$ cat config.mk
export PLATFORM = sky130hd
export DESIGN_NAME = trpp_lane
export DESIGN_NICKNAME = d
export VERILOG_FILES = /design/src/design/trpp_pkg.sv /design/src/design/trpp_div.sv /design/src/design/trpp_lane.sv
export SDC_FILE = /design/constraint.sdc
export NUM_CORES = 2
export LEC_CHECK = 0
export BUFFER_PORTS_ARGS = -buffer_cell sky130_fd_sc_hd__buf_2
export CAP_MARGIN = 10
export CORE_MARGIN = 5
export CORE_UTILIZATION = 53
export DETAILED_ROUTE_END_ITERATION = 10
export MAX_ROUTING_LAYER = met4
export PLACE_DENSITY = 0.71
export SLEW_MARGIN = 0
export SYNTH_ARGS = -nofsm -noshare
export SYNTH_HDL_FRONTEND = slang
export SYNTH_SLANG_ARGS = --single-unit
export TNS_END_PERCENT = 100
$ cat constraint.sdc
create_clock -name clk -period 9.9 [get_ports clk]
set_input_delay 1.485 -clock clk [delete_from_list [all_inputs] [get_ports clk]]
set_output_delay 1.485 -clock clk [all_outputs]
set_load 0.05 [all_outputs]
$ cat src/design/trpp_pkg.sv
// Shared types, constants and the sine table for the tilt/rotate/project block.
// No dependencies.
package trpp_pkg;

	localparam int ANGLE_STEPS = 360;
	localparam int QUARTER     = 90;
	localparam int TILT_BIAS   = 17000;
	localparam int TILT_SCALE  = 100;
	localparam int TILT_CENTER = 50;
	// floor(n / 34000) == (n * RECIP_K) >> RECIP_SHIFT for n below 2^23
	localparam logic [24:0] RECIP_K = 25'd32338578;
	localparam int RECIP_SHIFT = 40;
	localparam int ZT_MIN      = -5;
	localparam int OFF_W       = 8;
	localparam int ZOFF_W      = 12;
	localparam int CFG_W       = 12;
	localparam int CFG_IDX_W   = 2;

	localparam logic [CFG_IDX_W-1:0] REG_X_OFFSET = 2'd0;
	localparam logic [CFG_IDX_W-1:0] REG_Y_OFFSET = 2'd1;
	localparam logic [CFG_IDX_W-1:0] REG_Z_OFFSET = 2'd2;

	localparam logic [OFF_W-1:0]  X_OFFSET_RST = 8'd30;
	localparam logic [OFF_W-1:0]  Y_OFFSET_RST = 8'd28;
	localparam logic [ZOFF_W-1:0] Z_OFFSET_RST = 12'd750;

	typedef logic signed [15:0] coef_t;
	typedef coef_t mat_t [9];

	typedef enum logic [1:0] {TOP_IDLE, TOP_TILT, TOP_SEG, TOP_OUT} top_st_t;
	typedef enum logic [2:0] {
		MPH_IDLE, MPH_SCALE, MPH_RECIP, MPH_ANGLE, MPH_SINE, MPH_MUL, MPH_WRITE
	} mph_t;
	typedef enum logic [2:0] {
		LS_IDLE, LS_MUL, LS_SUM, LS_ZT, LS_NUM, LS_START, LS_DIV
	} lane_st_t;

	// round(16384 * sin(deg)), 0..90 degrees
	localparam logic [14:0] QSINE [0:90] = '{
		15'd0, 15'd286, 15'd572, 15'd857, 15'd1143, 15'd1428, 15'd1713, 15'd1997,
		15'd2280, 15'd2563, 15'd2845, 15'd3126, 15'd3406, 15'd3686, 15'd3964,
		15'd4240, 15'd4516, 15'd4790, 15'd5063, 15'd5334, 15'd5604, 15'd5872,
		15'd6138, 15'd6402, 15'd6664, 15'd6924, 15'd7182, 15'd7438, 15'd7692,
		15'd7943, 15'd8192, 15'd8438, 15'd8682, 15'd8923, 15'd9162, 15'd9397,
		15'd9630, 15'd9860, 15'd10087, 15'd10311, 15'd10531, 15'd10749, 15'd10963,
		15'd11174, 15'd11381, 15'd11585, 15'd11786, 15'd11982, 15'd12176, 15'd12365,
		15'd12551, 15'd12733, 15'd12911, 15'd13085, 15'd13255, 15'd13421, 15'd13583,
		15'd13741, 15'd13894, 15'd14044, 15'd14189, 15'd14330, 15'd14466, 15'd14598,
		15'd14726, 15'd14849, 15'd14968, 15'd15082, 15'd15191, 15'd15296, 15'd15396,
		15'd15491, 15'd15582, 15'd15668, 15'd15749, 15'd15826, 15'd15897, 15'd15964,
		15'd16026, 15'd16083, 15'd16135, 15'd16182, 15'd16225, 15'd16262, 15'd16294,
		15'd16322, 15'd16344, 15'd16362, 15'd16374, 15'd16382, 15'd16384
	};

	// a in -360..449 degrees
	function automatic coef_t sine_deg(input logic signed [10:0] a);
		logic signed [10:0] k;
		coef_t v;
		k = a;
		if (a < 0) begin
			k = a + 11'(ANGLE_STEPS);
		end else if (a >= 11'(ANGLE_STEPS)) begin
			k = a - 11'(ANGLE_STEPS);
		end
		if (k < 11'(QUARTER)) begin
			v = coef_t'({1'b0, QSINE[k[6:0]]});
		end else if (k < 11'(2 * QUARTER)) begin
			v = coef_t'({1'b0, QSINE[7'(11'(2 * QUARTER) - k)]});
		end else if (k < 11'(3 * QUARTER)) begin
			v = -coef_t'({1'b0, QSINE[7'(k - 11'(2 * QUARTER))]});
		end else begin
			v = -coef_t'({1'b0, QSINE[7'(11'(ANGLE_STEPS) - k)]});
		end
		return v;
	endfunction

	// Q1.14 product, truncated toward zero
	function automatic coef_t qtrunc(input logic signed [31:0] p);
		logic signed [31:0] b;
		b = p + ((p < 0) ? 32'sd16383 : 32'sd0);
		return coef_t'(b >>> 14);
	endfunction

endpackage

$ cat src/design/trpp_div.sv
// Iterative signed divider, one quotient bit per cycle, 16-bit saturated result.
// Depends on trpp_pkg.
module trpp_div #(
	parameter int NW = 24,
	parameter int DW = 14
) (
	input  logic                 clk,
	input  logic                 arst_n,
	input  logic                 start,
	input  logic signed [NW-1:0] num,
	input  logic signed [DW-1:0] den,
	output logic                 busy,
	output logic signed [15:0]   quo
);
	import trpp_pkg::*;

	localparam int CNTW = $clog2(NW);

	logic          busy_q;
	logic [CNTW-1:0] cnt_q;
	logic [NW-1:0] dvd_q;
	logic [DW-1:0] den_q;
	logic [DW-1:0] rem_q;
	logic          neg_q;
	logic [DW:0]   trial;
	logic          bit_d;
	logic [DW:0]   diff;

	assign trial = {rem_q, dvd_q[NW-1]};
	assign diff  = trial - {1'b0, den_q};
	assign bit_d = (trial >= {1'b0, den_q});

	always_ff @(posedge clk or negedge arst_n) begin
		if (!arst_n) begin
			busy_q <= 1'b0;
			cnt_q  <= '0;
		end else if (start) begin
			busy_q <= 1'b1;
			cnt_q  <= '0;
		end else if (busy_q) begin
			cnt_q <= cnt_q + 1'b1;
			if (cnt_q == CNTW'(NW - 1)) begin
				busy_q <= 1'b0;
			end
		end
	end

	always_ff @(posedge clk) begin
		if (start) begin
			dvd_q <= (num < 0) ? NW'(-num) : NW'(num);
			den_q <= (den < 0) ? DW'(-den) : DW'(den);
			rem_q <= '0;
			neg_q <= (num < 0) ^ (den < 0);
		end else if (busy_q) begin
			rem_q <= bit_d ? diff[DW-1:0] : trial[DW-1:0];
			dvd_q <= {dvd_q[NW-2:0], bit_d};
		end
	end

	always_comb begin
		if (neg_q) begin
			quo = (dvd_q > NW'(32768)) ? -16'sd32768 : 16'(-dvd_q);
		end else begin
			quo = (dvd_q > NW'(32767)) ? 16'sd32767 : 16'(dvd_q);
		end
	end

	assign busy = busy_q;
endmodule

$ cat src/design/trpp_lane.sv
// One projection lane: rotates one segment end row by row, forms depth,
// then divides x and y by depth. Depends on trpp_pkg and trpp_div.
module trpp_lane #(
	parameter int COORD_WIDTH = 11
) (
	input  logic                          clk,
	input  logic                          arst_n,
	input  logic                          start,
	input  logic signed [COORD_WIDTH-1:0] px,
	input  logic signed [COORD_WIDTH-1:0] py,
	input  logic signed [COORD_WIDTH-1:0] pz,
	input  trpp_pkg::mat_t                mat,
	input  logic [trpp_pkg::OFF_W-1:0]    x_off,
	input  logic [trpp_pkg::OFF_W-1:0]    y_off,
	input  logic [trpp_pkg::ZOFF_W-1:0]   z_off,
	output logic                          busy,
	output logic                          zt_ok,
	output logic signed [15:0]            sx,
	output logic signed [15:0]            sy
);
	import trpp_pkg::*;

	localparam int RW = COORD_WIDTH + 2;
	localparam int PW = COORD_WIDTH + 16;
	localparam int AW = COORD_WIDTH + 18;
	localparam int ZW = ((RW > ZOFF_W + 1) ? RW : ZOFF_W + 1) + 1;
	localparam int NW = (((RW + 8) > (ZW + OFF_W + 1)) ? (RW + 8) : (ZW + OFF_W + 1)) + 1;

	lane_st_t st_q, st_d;
	logic [1:0] row_q;
	logic signed [COORD_WIDTH-1:0] px_q, py_q, pz_q;
	coef_t c0, c1, c2;
	logic signed [PW-1:0] m0_s1, m1_s1, m2_s1;
	logic signed [AW-1:0] acc, accb;
	logic signed [RW-1:0] rv, rx_q, ry_q, rz_q;
	logic signed [ZW-1:0] zt_q;
	logic                 ok_q;
	logic signed [OFF_W:0] offx, offy;
	logic signed [ZW+OFF_W:0] offzx, offzy;
	logic signed [NW-1:0] numx_q, numy_q;
	logic signed [15:0]   sx_q, sy_q, qx, qy;
	logic                 div_go, bx, by;

	always_comb begin
		case (row_q)
			2'd0: begin
				c0 = mat[0]; c1 = mat[1]; c2 = mat[2];
			end
			2'd1: begin
				c0 = mat[3]; c1 = mat[4]; c2 = mat[5];
			end
			default: begin
				c0 = mat[6]; c1 = mat[7]; c2 = mat[8];
			end
		endcase
	end

	always_comb begin
		acc   = AW'(m0_s1) + AW'(m1_s1) + AW'(m2_s1);
		accb  = acc + ((acc < 0) ? AW'(16383) : AW'(0));
		rv    = accb[RW+13:14];
		offx  = $signed({1'b0, x_off});
		offy  = $signed({1'b0, y_off});
		offzx = offx * zt_q;
		offzy = offy * zt_q;
	end

	always_comb begin
		st_d   = st_q;
		div_go = 1'b0;
		case (st_q)
			LS_IDLE:  if (start) st_d = LS_MUL;
			LS_MUL:   st_d = LS_SUM;
			LS_SUM:   st_d = (row_q == 2'd2) ? LS_ZT : LS_MUL;
			LS_ZT:    st_d = LS_NUM;
			LS_NUM:   st_d = LS_START;
			LS_START: begin
				div_go = 1'b1;
				st_d   = LS_DIV;
			end
			LS_DIV:   if (!bx && !by) st_d = LS_IDLE;
			default:  st_d = LS_IDLE;
		endcase
	end

	always_ff @(posedge clk or negedge arst_n) begin
		if (!arst_n) begin
			st_q  <= LS_IDLE;
			row_q <= '0;
		end else begin
			st_q <= st_d;
			if (st_q == LS_IDLE) begin
				row_q <= '0;
			end else if (st_q == LS_SUM) begin
				row_q <= row_q + 1'b1;
			end
		end
	end

	always_ff @(posedge clk) begin
		case (st_q)
			LS_IDLE: begin
				if (start) begin
					px_q <= px;
					py_q <= py;
					pz_q <= pz;
				end
			end
			LS_MUL: begin
				m0_s1 <= PW'(px_q) * PW'(c0);
				m1_s1 <= PW'(py_q) * PW'(c1);
				m2_s1 <= PW'(pz_q) * PW'(c2);
			end
			LS_SUM: begin
				case (row_q)
					2'd0:    rx_q <= rv;
					2'd1:    ry_q <= rv;
					default: rz_q <= rv;
				endcase
			end
			LS_ZT: begin
				zt_q <= ZW'(rz_q) - ZW'($signed({1'b0, z_off}));
			end
			LS_NUM: begin
				ok_q   <= zt_q < ZT_MIN;
				numx_q <= (NW'(rx_q) <<< 8) + NW'(offzx);
				numy_q <= (NW'(ry_q) <<< 8) + NW'(offzy);
			end
			LS_DIV: begin
				if (!bx && !by) begin
					sx_q <= qx;
					sy_q <= qy;
				end
			end
			default: begin
			end
		endcase
	end

	trpp_div #(.NW(NW), .DW(ZW)) u_div_x (
		.clk(clk), .arst_n(arst_n), .start(div_go),
		.num(numx_q), .den(zt_q), .busy(bx), .quo(qx)
	);

	trpp_div #(.NW(NW), .DW(ZW)) u_div_y (
		.clk(clk), .arst_n(arst_n), .start(div_go),
		.num(numy_q), .den(zt_q), .busy(by), .quo(qy)
	);

	assign busy  = (st_q != LS_IDLE);
	assign zt_ok = ok_q;
	assign sx    = sx_q;
	assign sy    = sy_q;
endmodule

==> impl_metrics.csv <==
group,metric,value,unit
yosys,synth_edf_count,312,
yosys,ys_warn_count,0,
worst_setup_path,reg2reg_slack,2.39,ns
clocking,clock_path_buffers,3,
routing,route.detailed.drc,0,
placed_design,io_buffers,241,
placed_design,dp_cells,6099,
min_path,min-delay-start,"u_div_y.rem_q[13]",
yosys,yosys_register_bits,357,
cells_and_area,multi_input_area,32450,um^2
clocking,postCtsSetupBuffers,0,
grt,grt_util_met1,30.62,%
cells_and_area,final_common_cell,"inv_1",
yosys,synth_area,46830,um^2
grt,grt_usage,23.77,%
yosys,syn-num-nets,6155,
clocking,numCtsBuffers,47,
routing,via_count,33296,
sta,slew-limit-headroom,23.11,%
placed_design,globalplace.congestion,0.9082,
grt,grt_pass1_wl,179000,um
worst_setup_path,startpoint,"row_q[1]",
routing,wire_per_inst,17.19,um
sta,skew,0.06649,ns
clocking,clock_sinks,357,
clocking,tritoncts,"built",
worst_setup_path,cp-start-kind,"flip-flop",
sta,setup_violations,0,
cells_and_area,layout-drive-gt1-share,7.626,%
sta,max_freq,133.1,MHz
worst_setup_path,path_max_fanout,49,
clocking,clockRootBuffer,"clkbuf_16",
floorplanning,rows,109,
yosys,synthFlopType,"edfxtp_1",
sta,rsz0062_at_grt,"false",
routing,avgViaCountPerCell,5.381,
placed_design,dp_hpwl,85270,um
placed_design,place_area,49010,um^2
yosys,synth.avg_cell_area,9.647,um^2
worst_setup_path,worstPathArrival,7.89,ns
cells_and_area,fillers,7714,
min_path,hold_path_class,"flip-flop to flip-flop",
job,max_cap_viol_count,0,
sta,tightest_slew,1.153,ns
cells_and_area,fin_cells,6188,
sta,slew_viol_final,0,
floorplanning,chipWidth,307.2,um
sta,fin_crit_sh,75.88,%
cells_and_area,seqCellArea,10350,um^2
grt,globalRouteMet2Util,40.32,%
clocking,hold_buffers,0,
routing,drtAntennaViolNets,0,
floorplanning,die_h,307.2,um
cells_and_area,design_area,50580,um^2
worst_setup_path,reg2reg_from,"row_q[1]",
cells_and_area,layout_common_cells,"inv_1, fa_1, nand2_1",
grt,use_met3,2.716,%
floorplanning,fp.coreArea,88100,um^2
worst_setup_path,critPathCaptureType,"flip-flop",
sta,whs,0.4924,ns
status,status,"finished, final reports clean",
worst_setup_path,timing_worst_setup_path_type,"flip-flop to flip-flop",
worst_setup_path,required,10.28,ns
clocking,clkTransAtPathRegs,0.06,ns
worst_setup_path,cp_slowest_stage_delay,0.59,ns
floorplanning,io_pins,242,
yosys,synth-async-reset-ratio,4.762,%
clocking,clock_latency,0.64,ns
yosys,ys_seq_area_share,22.11,%
floorplanning,start_util,53.15,%
yosys,yosys.cell_types.count,71,
cells_and_area,nets,6284,
sta,hold_viol,0,
sta,period_minus_slack,7.512,ns
grt,grt_max_degree,89,
yosys,syn_inst,4854,
routing,drt_iter0_markers,1999,
sta,setup_tns,0,ns
cells_and_area,syn2layout_area_growth,8.013,%
worst_setup_path,cpMaxStageDelayCell,"nand2_1",
grt,first_global_vias,35509,
routing,wirelength,106400,um
clocking,cts_resized,0,
grt,busiest_layer,"met2",
grt,antenna_found_initial,1,
routing,drt_pass1_iterations,5,
clocking,h-tree-depth,2,
grt,grt_overflow_total,0,
floorplanning,dieArea,94400,um^2
## path summary, 6_finish.rpt
check	endpoint	cells past startpoint
setup / recovery	m0_s1[24]	25
hold / removal	u_div_y.rem_q[13]	2
setup reg to reg	m0_s1[24]	25
hold reg to reg	u_div_y.rem_q[13]	2
max in group asynchronous	u_div_x.cnt_q[3]	1
min in group asynchronous	st_q[0]	1
## state kept, by name (all words and copies together), names as in the netlist, 16 cells and up
signal / cells
m0_s1: 27
m1_s1: 27
m2_s1: 27
numx_q: 24
numy_q: 24
sx: 16
sy: 16
u_div_x.dvd_q: 24
u_div_y.dvd_q: 24
## cell families after synthesis
family                     share of synthesized area [%]
adders and majority gates                          40.92
buffers and inverters                              8.697
and+or+nand+nor                                    15.26
muxes                                             0.3634
xor gates and xnor gates                           4.564
AOI/OAI and AO/OA                                  8.080
DFF                                                22.11
## layer usage
metal | share of wire, % | vias up
li1 | - | 15666
met3 | 5.0 | 177
met5 | 0 | -
met2 | 50 | 919
met4 | 2.9 | 0
met1 | 43 | 16534
## through the flow
stage / utilization [%] / setup WS (ns)
6_report: 57.41 / 2.388
2_1_floorplan: - / 2.825
3_5_place_dp: 55.63 / 2.149
5_1_grt: 57.41 / 2.013
4_1_cts: 57.41 / 2.478
3_3_place_gp: 55.63 / 2.213
## worst max-delay path: cells and delay by family, from the launching register on
family	cells	cell delay, ns
fa+ha+maj	7	2.68
compound gates	8	1.78
simple gates	5	1.59
buf+inv	5	0.76
flops	1	0.38
## area by class of cell
type,instances,area share (%)
well taps,1165,2.882
clock inverters,26,0.4601
flip-flops and latches,357,20.47
clock buffers,62,2.639
inverters,900,6.679
repair buffers,263,2.711
diodes,1,0.004947
multi-input cells,3414,64.15
## synthesized netlist by cell type (all sizes together), types with 6 or more instances
cell type,instances,area (um^2)
or3b,6,52.56
o21a,26,195.2
or4,10,78.82
nand3,43,220.2
o21bai,13,97.59
a21boi,11,82.58
o41ai,17,148.9
or3,44,285.3
and2,347,2171
edfxtp,312,9369
nand2,618,2320
clkbuf,175,656.9
dfrtp,17,425.4
or2,21,131.4
a31oi,12,75.07
fa,731,14630
dfxtp,28,560.5
nor3,55,275.3
a21o,41,307.8
nor2,185,694.4
o31ai,20,150.1
o311ai,19,166.4
nand2b,32,200.2
ha,362,4529
xor2,84,735.7
o21ai,183,927.1
buf,8,37.54
nand3b,8,60.06
inv,900,3378
nor2b,44,275.3
a21oi,134,670.6
nor4,6,52.55
and3,20,125.1
mux2i,17,170.2
nand4,19,133.9
a22oi,46,345.3
xnor2,160,1401
o211ai,7,52.55
a211oi,13,97.59
a2111oi,6,53.80
Power is left out: the tool's default activity adds up to more than one toggle a clock period on the data nets, which glitch-free logic cannot reach.
